## src/hw/rtl/lobm_pkg.sv

```systemverilog
// Shared types, widths and codes for the L2 order book metrics block.
// No dependencies; every other file in hw/rtl imports this package.
package lobm_pkg;

  localparam int LEVELS_DEF  = 64;
  localparam int PRICE_W     = 32;
  localparam int QTY_W       = 32;
  localparam int MUL_W       = 32;
  localparam int DEPTH_W     = 48;
  localparam int IMB_CNT_W   = 7;
  localparam int MID_W       = 33;
  localparam int SPREAD_W    = 22;
  localparam int VWAP_W      = 48;
  localparam int IMB_W       = 16;
  localparam int CFG_IDX_W   = 2;
  localparam int CFG_DATA_W  = 48;
  localparam int SCALE_W     = 21;
  localparam int Q15_SHIFT   = 15;
  localparam int VWAP_FRAC   = 16;

  localparam logic [DEPTH_W-1:0]   DEPTH_RST    = 48'd1000000;
  localparam logic [IMB_CNT_W-1:0] IMB_CNT_RST  = 7'd5;
  localparam logic [SCALE_W-1:0]   SPREAD_SCALE = 21'd2000000;
  localparam logic [IMB_W-1:0]     Q15_ONE      = 16'h8000;
  localparam logic [IMB_W-1:0]     Q15_MAX      = 16'h7fff;
  localparam logic [VWAP_W-1:0]    VWAP_MAX     = {VWAP_W{1'b1}};

  typedef enum logic [CFG_IDX_W-1:0] {
    CFG_VWAP_DEPTH = 2'd0,
    CFG_IMB_COUNT  = 2'd1
  } cfg_reg_t;

  typedef struct packed {
    logic [PRICE_W-1:0] price;
    logic [QTY_W-1:0]   qty;
  } level_t;

  typedef enum logic [4:0] {
    ST_IDLE, ST_SRCH_RD, ST_SRCH_CMP, ST_DECIDE,
    ST_SHD_RD, ST_SHD_WR, ST_SHU_RD, ST_SHU_WR, ST_PUT,
    ST_WALK_INIT, ST_WALK_RD, ST_WALK_MUL, ST_WALK_ACC,
    ST_SPR_PREP, ST_SPR_DIV, ST_IMB_PREP, ST_IMB_DIV,
    ST_VW_PREP, ST_VW_N1, ST_VW_D0, ST_VW_D1, ST_VW_DIV, ST_OUT
  } ctrl_state_t;

  typedef enum logic [4:0] {
    OP_NOP, OP_CAPTURE, OP_SRCH_READ, OP_IDX_INC, OP_PTR_IDX, OP_QTY_WRITE,
    OP_DROP_NEW, OP_PTR_TOP, OP_SHD_READ, OP_SHD_WRITE, OP_CNT_DEC,
    OP_SHU_READ, OP_SHU_WRITE, OP_PUT, OP_WALK_INIT, OP_WALK_READ,
    OP_WALK_MUL, OP_WALK_ACC, OP_SPR_LOAD, OP_SPR_ZERO, OP_SPR_FIN,
    OP_IMB_LOAD, OP_IMB_ZERO, OP_IMB_FIN, OP_VW_FLAT, OP_VW_N0, OP_VW_N1,
    OP_VW_D0, OP_VW_D1, OP_VW_FIN, OP_DIV_STEP, OP_OUT_LOAD
  } dp_op_t;

  typedef struct packed {
    dp_op_t op;
  } dp_cmd_t;

  typedef struct packed {
    logic idx_lt_n;
    logic rd_better;
    logic rd_equal;
    logic qty_zero;
    logic side_full;
    logic ptr_gt_idx;
    logic ptr_next_lt_n;
    logic walk_more;
    logic both_sides;
    logic imb_zero;
    logic vwap_hit;
    logic div_done;
    logic out_busy;
  } dp_status_t;

endpackage

```

## src/hw/rtl/lobm_ctrl.sv

```systemverilog
// Sequencer for one book update: search, shift, metric walk, up to three divides.
// Depends on lobm_pkg; drives lobm_dp through dp_cmd_t.
module lobm_ctrl (
  input  logic                 clk,
  input  logic                 rst_n,
  input  logic                 in_valid,
  output logic                 in_ready,
  output lobm_pkg::dp_cmd_t    cmd,
  input  lobm_pkg::dp_status_t status
);
  import lobm_pkg::*;

  ctrl_state_t state_r, state_nxt;

  always_ff @(posedge clk) begin
    if (!rst_n) begin
      state_r <= ST_IDLE;
    end else begin
      state_r <= state_nxt;
    end
  end

  always_comb begin
    state_nxt = state_r;
    unique case (state_r)
      ST_IDLE:      if (in_valid) state_nxt = ST_SRCH_RD;
      ST_SRCH_RD:   state_nxt = status.idx_lt_n ? ST_SRCH_CMP : ST_DECIDE;
      ST_SRCH_CMP:  state_nxt = status.rd_better ? ST_SRCH_RD : ST_DECIDE;
      ST_DECIDE: begin
        if (status.idx_lt_n && status.rd_equal) begin
          state_nxt = status.qty_zero ? ST_SHD_RD : ST_WALK_INIT;
        end else if (status.qty_zero || (status.side_full && !status.idx_lt_n)) begin
          state_nxt = ST_WALK_INIT;
        end else begin
          state_nxt = ST_SHU_RD;
        end
      end
      ST_SHD_RD:    state_nxt = status.ptr_next_lt_n ? ST_SHD_WR : ST_WALK_INIT;
      ST_SHD_WR:    state_nxt = ST_SHD_RD;
      ST_SHU_RD:    state_nxt = status.ptr_gt_idx ? ST_SHU_WR : ST_PUT;
      ST_SHU_WR:    state_nxt = ST_SHU_RD;
      ST_PUT:       state_nxt = ST_WALK_INIT;
      ST_WALK_INIT: state_nxt = ST_WALK_RD;
      ST_WALK_RD:   state_nxt = status.walk_more ? ST_WALK_MUL : ST_SPR_PREP;
      ST_WALK_MUL:  state_nxt = ST_WALK_ACC;
      ST_WALK_ACC:  state_nxt = ST_WALK_RD;
      ST_SPR_PREP:  state_nxt = status.both_sides ? ST_SPR_DIV : ST_IMB_PREP;
      ST_SPR_DIV:   if (status.div_done) state_nxt = ST_IMB_PREP;
      ST_IMB_PREP:  state_nxt = status.imb_zero ? ST_VW_PREP : ST_IMB_DIV;
      ST_IMB_DIV:   if (status.div_done) state_nxt = ST_VW_PREP;
      ST_VW_PREP:   state_nxt = status.vwap_hit ? ST_VW_N1 : ST_VW_DIV;
      ST_VW_N1:     state_nxt = ST_VW_D0;
      ST_VW_D0:     state_nxt = ST_VW_D1;
      ST_VW_D1:     state_nxt = ST_VW_DIV;
      ST_VW_DIV:    if (status.div_done) state_nxt = ST_OUT;
      ST_OUT:       if (!status.out_busy) state_nxt = ST_IDLE;
      default:      state_nxt = ST_IDLE;
    endcase
  end

  always_comb begin
    in_ready = 1'b0;
    cmd.op   = OP_NOP;
    unique case (state_r)
      ST_IDLE: begin
        in_ready = 1'b1;
        if (in_valid) cmd.op = OP_CAPTURE;
      end
      ST_SRCH_RD:  if (status.idx_lt_n) cmd.op = OP_SRCH_READ;
      ST_SRCH_CMP: if (status.rd_better) cmd.op = OP_IDX_INC;
      ST_DECIDE: begin
        if (status.idx_lt_n && status.rd_equal) begin
          cmd.op = status.qty_zero ? OP_PTR_IDX : OP_QTY_WRITE;
        end else if (status.qty_zero) begin
          cmd.op = OP_NOP;
        end else if (status.side_full && !status.idx_lt_n) begin
          cmd.op = OP_DROP_NEW;
        end else begin
          cmd.op = OP_PTR_TOP;
        end
      end
      ST_SHD_RD:    cmd.op = status.ptr_next_lt_n ? OP_SHD_READ : OP_CNT_DEC;
      ST_SHD_WR:    cmd.op = OP_SHD_WRITE;
      ST_SHU_RD:    if (status.ptr_gt_idx) cmd.op = OP_SHU_READ;
      ST_SHU_WR:    cmd.op = OP_SHU_WRITE;
      ST_PUT:       cmd.op = OP_PUT;
      ST_WALK_INIT: cmd.op = OP_WALK_INIT;
      ST_WALK_RD:   if (status.walk_more) cmd.op = OP_WALK_READ;
      ST_WALK_MUL:  cmd.op = OP_WALK_MUL;
      ST_WALK_ACC:  cmd.op = OP_WALK_ACC;
      ST_SPR_PREP:  cmd.op = status.both_sides ? OP_SPR_LOAD : OP_SPR_ZERO;
      ST_SPR_DIV:   cmd.op = status.div_done ? OP_SPR_FIN : OP_DIV_STEP;
      ST_IMB_PREP:  cmd.op = status.imb_zero ? OP_IMB_ZERO : OP_IMB_LOAD;
      ST_IMB_DIV:   cmd.op = status.div_done ? OP_IMB_FIN : OP_DIV_STEP;
      ST_VW_PREP:   cmd.op = status.vwap_hit ? OP_VW_N0 : OP_VW_FLAT;
      ST_VW_N1:     cmd.op = OP_VW_N1;
      ST_VW_D0:     cmd.op = OP_VW_D0;
      ST_VW_D1:     cmd.op = OP_VW_D1;
      ST_VW_DIV:    cmd.op = status.div_done ? OP_VW_FIN : OP_DIV_STEP;
      ST_OUT:       if (!status.out_busy) cmd.op = OP_OUT_LOAD;
      default:      cmd.op = OP_NOP;
    endcase
  end

endmodule

```

## config.mk

```make
export PLATFORM = sky130hd
export DESIGN_NAME = lobm_ctrl
export DESIGN_NICKNAME = d
export VERILOG_FILES = /design/src/hw/rtl/lobm_pkg.sv /design/src/hw/rtl/lobm_ctrl.sv
export SDC_FILE = /design/constraint.sdc
export NUM_CORES = 1
export LEC_CHECK = 0
export BUFFER_PORTS_ARGS = -buffer_cell sky130_fd_sc_hd__buf_2
export CORE_MARGIN = 2
export CORE_UTILIZATION = 25
export CTS_CLUSTER_DIAMETER = 30
export DETAILED_ROUTE_END_ITERATION = 16
export GPL_TIMING_DRIVEN = 0
export SLEW_MARGIN = 20
export SYNTH_ARGS = -nofsm -noshare
export SYNTH_HDL_FRONTEND = slang
export SYNTH_SLANG_ARGS = --single-unit
export TNS_END_PERCENT = 50
```

## constraint.sdc

```tcl
create_clock -name clk -period 1.97 [get_ports clk]
set_input_delay 0.394 -clock clk [delete_from_list [all_inputs] [get_ports clk]]
set_output_delay 0.394 -clock clk [all_outputs]
set_load 0.01 [all_outputs]
```

==> impl_summary.log <==
INFO  metric run_status = finished with violations
INFO  metric failing_checks = setup timing
INFO  metric dr.pass1.iters = 5
INFO  metric yosysTopAreaCell = dfxtp_1
INFO  metric timing.max_cap.violations = 0
INFO  metric finalHoldViolCount = 0
INFO  metric drt.antenna.violating_nets = 0
INFO  metric cp.arrival = 1.63 ns
INFO  metric area.growth.synth_to_final = 57.6%
INFO  metric pin_count_of_the_biggest_net_entering_global_routing = 11
INFO  metric fin_nets = 218
INFO  metric h-tree-depth = 1
INFO  metric synth_flop_cell = dfxtp_1
INFO  metric tritoncts = yes
INFO  metric worst-r2r-cell-count = 10
INFO  metric tritoncts.num_buffers = 3
INFO  metric synth_largest_type_area_fraction = 9.74%
INFO  metric p_leak = 0.661 nW
INFO  metric netlist_area = 1030 sq um
INFO  metric clock_tree.buffer_depth = 2
INFO  metric timing.hold.worst.start = rst_n
INFO  metric core = 3970 sq um
INFO  metric routed_wl = 4270 um
INFO  metric cts_hold_buffers = 0
INFO  metric placement_rows = 23
INFO  metric kind_of_critical_path = flop to output pin
INFO  metric cts.root.buffer_cell = clkbuf_8
INFO  metric period_minus_slack = 2.02 ns
INFO  metric synth-async-reset-ratio = 0%
INFO  metric detailed_route_drc_error_count = 0
INFO  metric slew_worst_pin = 0.391 ns
INFO  metric hold_slack = 0.463 ns
INFO  metric finalCoreUtilization = 40.8%
INFO  metric worst_skew_pair.late_latency = 0.21 ns
INFO  metric place_congestion = 0.932
INFO  metric vias_in_the_first_global_route = 1478
INFO  metric slack_of_the_critical_path = -0.0513 ns
INFO  metric report.final.setup_viol = 2
INFO  metric initial_utilization = 25.9%
INFO  metric via_count = 1484
INFO  metric synth_enable_flop_cells = 0
INFO  metric hp-class = input port to flop
INFO  metric cellPowerDensity = 395 nW/um^2
INFO  metric post_drt_wl_per_cell = 17.0 um
INFO  metric register_with_the_most_flip_flops = state_r
INFO  metric fmax = 0.495 GHz
INFO  metric floorplan.die.width = 68.1 um
INFO  metric synth.ff_latch_count = 5
INFO  metric endpoint_kind = output pin
INFO  metric gr-usage-all-layers = 19.5%
INFO  metric min_delay_worst_endpoint = state_r[4]
INFO  metric critical_path_fanout_max = 4
INFO  metric floorplan.io_pins = 22
INFO  metric p_total = 639 uW
INFO  metric global_route_wire_length_before_repair = 6910 um
INFO  metric timing.final.crit_share = 103%
INFO  metric synth_area_leaders = dfxtp_1 9.7%, a21oi_1 7.8%, nand2b_1 6.1%
INFO  metric netlist_instances = 156
INFO  metric clkSlewWorstSetupHoldPaths = 0.03 ns
INFO  metric dieHeight = 68.1 um
INFO  metric n_antenna_cell = 0
INFO  metric rsz0062_at_grt = yes
INFO  metric detailed_place.area = 1190 sq um
INFO  metric slew_violations = 0
INFO  metric setup_slack_of_the_most_critical_reg_to_reg_path = 0.10 ns
INFO  metric biggestRegsByFlops = state_r: 5 flops
INFO  metric dp_hpwl = 2830 um
INFO  metric synth_nets = 172
INFO  metric ys_warn_count = 0
INFO  metric vias_per_cell = 5.91
INFO  metric clock-sinks = 5
INFO  metric post_route_cell_area = 1620 sq um
INFO  metric irDropWorstVdd = 0.295 mV
INFO  metric reg2reg_from = state_r[3]
INFO  metric synthesis.area_per_instance = 6.58 sq um
INFO  metric timing.hold.worst_path_depth = 3
INFO  metric grt_overflow_total = 0
INFO  metric worst_setup_path_start_kind = flop
INFO  metric drive_above_1_share = 45.3%
INFO  metric timing.max_slew.rel_slack = 73.7%
INFO  metric grt_antenna_before_repair = 0
INFO  metric synth-seq-area-share = 9.74%
INFO  metric largest_reg_flops = 5
INFO  metric timing.clock.skew = 0.000489 ns
INFO  metric detail_route.iter0.violations = 165
INFO  metric timing.rr.end = state_r[1]
INFO  metric floorplan.die_area = 4640 sq um
INFO  metric numPortBuffers = 21
INFO  metric post_synth_num_cell_types = 48
INFO  metric critical_path_required = 1.58 ns
## metal layers
layer	share of wire (%)	up-vias	wire length (um)	track usage [%]
met1	38	691	1640	23.1
met2	47	104	2010	33.4
met5	0	-	0	0
li1	-	672	-	-
met4	4.0	0	169	8.50
met3	10	17	448	4.61
## kinds of logic (layout without fill, tap and decap cells)
group                  count (synthesis)  in the layout  share of synthesized area [%]
AO/OA/AOI/OAI                         57             57                           37.2
buffers and inverters                 22             67                           11.7
AND/OR/NAND/NOR                       67             67                           37.0
XOR/XNOR                               4              4                           3.41
flip-flops                             5              5                           9.74
multiplexers                           1              1                          0.974
## how the worst max path moves through the flow
| stage | start | to | slack [ns] | cells past startpoint |
|---|---|---|---|---|
| after global routing | state_r[1] | cmd[1] | -0.09 | 8 |
| after floorplan | state_r[1] | cmd[3] | 0.22 | 7 |
| after detailed placement | state_r[3] | cmd[1] | -0.20 | 7 |
| after CTS | state_r[0] | cmd[0] | -0.02 | 7 |
| final | state_r[1] | cmd[0] | -0.05 | 7 |
| after global placement | state_r[1] | cmd[0] | -0.30 | 8 |
## cells in the mapped netlist, types with 2 or more instances
cell type	count
nand2_1	13
buf_4	3
nor4_1	2
nor3_1	7
nand4_1	2
o211ai_1	2
o21ai_0	8
or4_1	2
nand3b_1	2
a32o_1	2
buf_6	2
a21oi_1	16
dfxtp_1	5
xnor2_1	2
nand2b_1	10
inv_1	6
nor2b_1	3
xor2_1	2
o2111ai_1	2
nor2_1	14
a211oi_1	4
buf_2	9
nand3_1	4
a31oi_1	6
o22ai_1	3
o31ai_1	3
## through the flow
| stage | cells | setup TNS [ns] | setup WS, ns |
|---|---|---|---|
| floorplan | 156 | 0 | 0.221 |
| global placement | 227 | -0.762 | -0.302 |
| detailed placement | 227 | -0.572 | -0.198 |
| CTS | 246 | -0.0400 | -0.0247 |
| global route | 251 | -0.319 | -0.0927 |
| finish | 251 | -0.0965 | -0.0513 |
## cells in the final DEF (no fill, tap or decap), types with 3 or more instances in the layout
cell type	n
nand2_1	12
o31ai_1	3
nor2_2	3
buf_8	4
a211oi_2	3
nand3_1	4
buf_2	21
nor2_1	9
a31oi_1	5
o21ai_0	6
inv_1	6
buf_6	9
dfxtp_2	3
nand2b_1	8
buf_4	21
nor3_1	6
clkbuf_8	3
a21oi_1	16
## worst max-delay path, stage by stage (launching register included)
cell and delay, ns:
dfxtp_2 0.32, buf_6 0.11, nor2b_4 0.14, a21oi_1 0.07, or4_4 0.42, o2111a_1 0.13
nand3_1 0.07, buf_2 0.13
## repair_timing
item | CTS | global route
setup buffers | 15 | 5
gates cloned | 0 | 0
endpoints found under the setup margin | 5 | 7
gates resized for setup | 55 | 9
pin swaps | 5 | 5
## power breakdown
part,internal [mW],switching [mW],leakage (nW),total [mW]
combinational,0.163,0.185,0.595,0.348
clock,0.138,0.0435,0.0228,0.182
sequential,0.107,0.00263,0.0427,0.110
## final cells by class
cell class,instances,area (sq um)
fill,401,2350
multi-input combinational,129,926
timing repair buffer,41,255
buffer,15,194
sequential,5,108
tap,50,62.6
clock buffer,4,45.0
inverter,7,28.8
No activity file was read; power rests on OpenSTA's default activity.
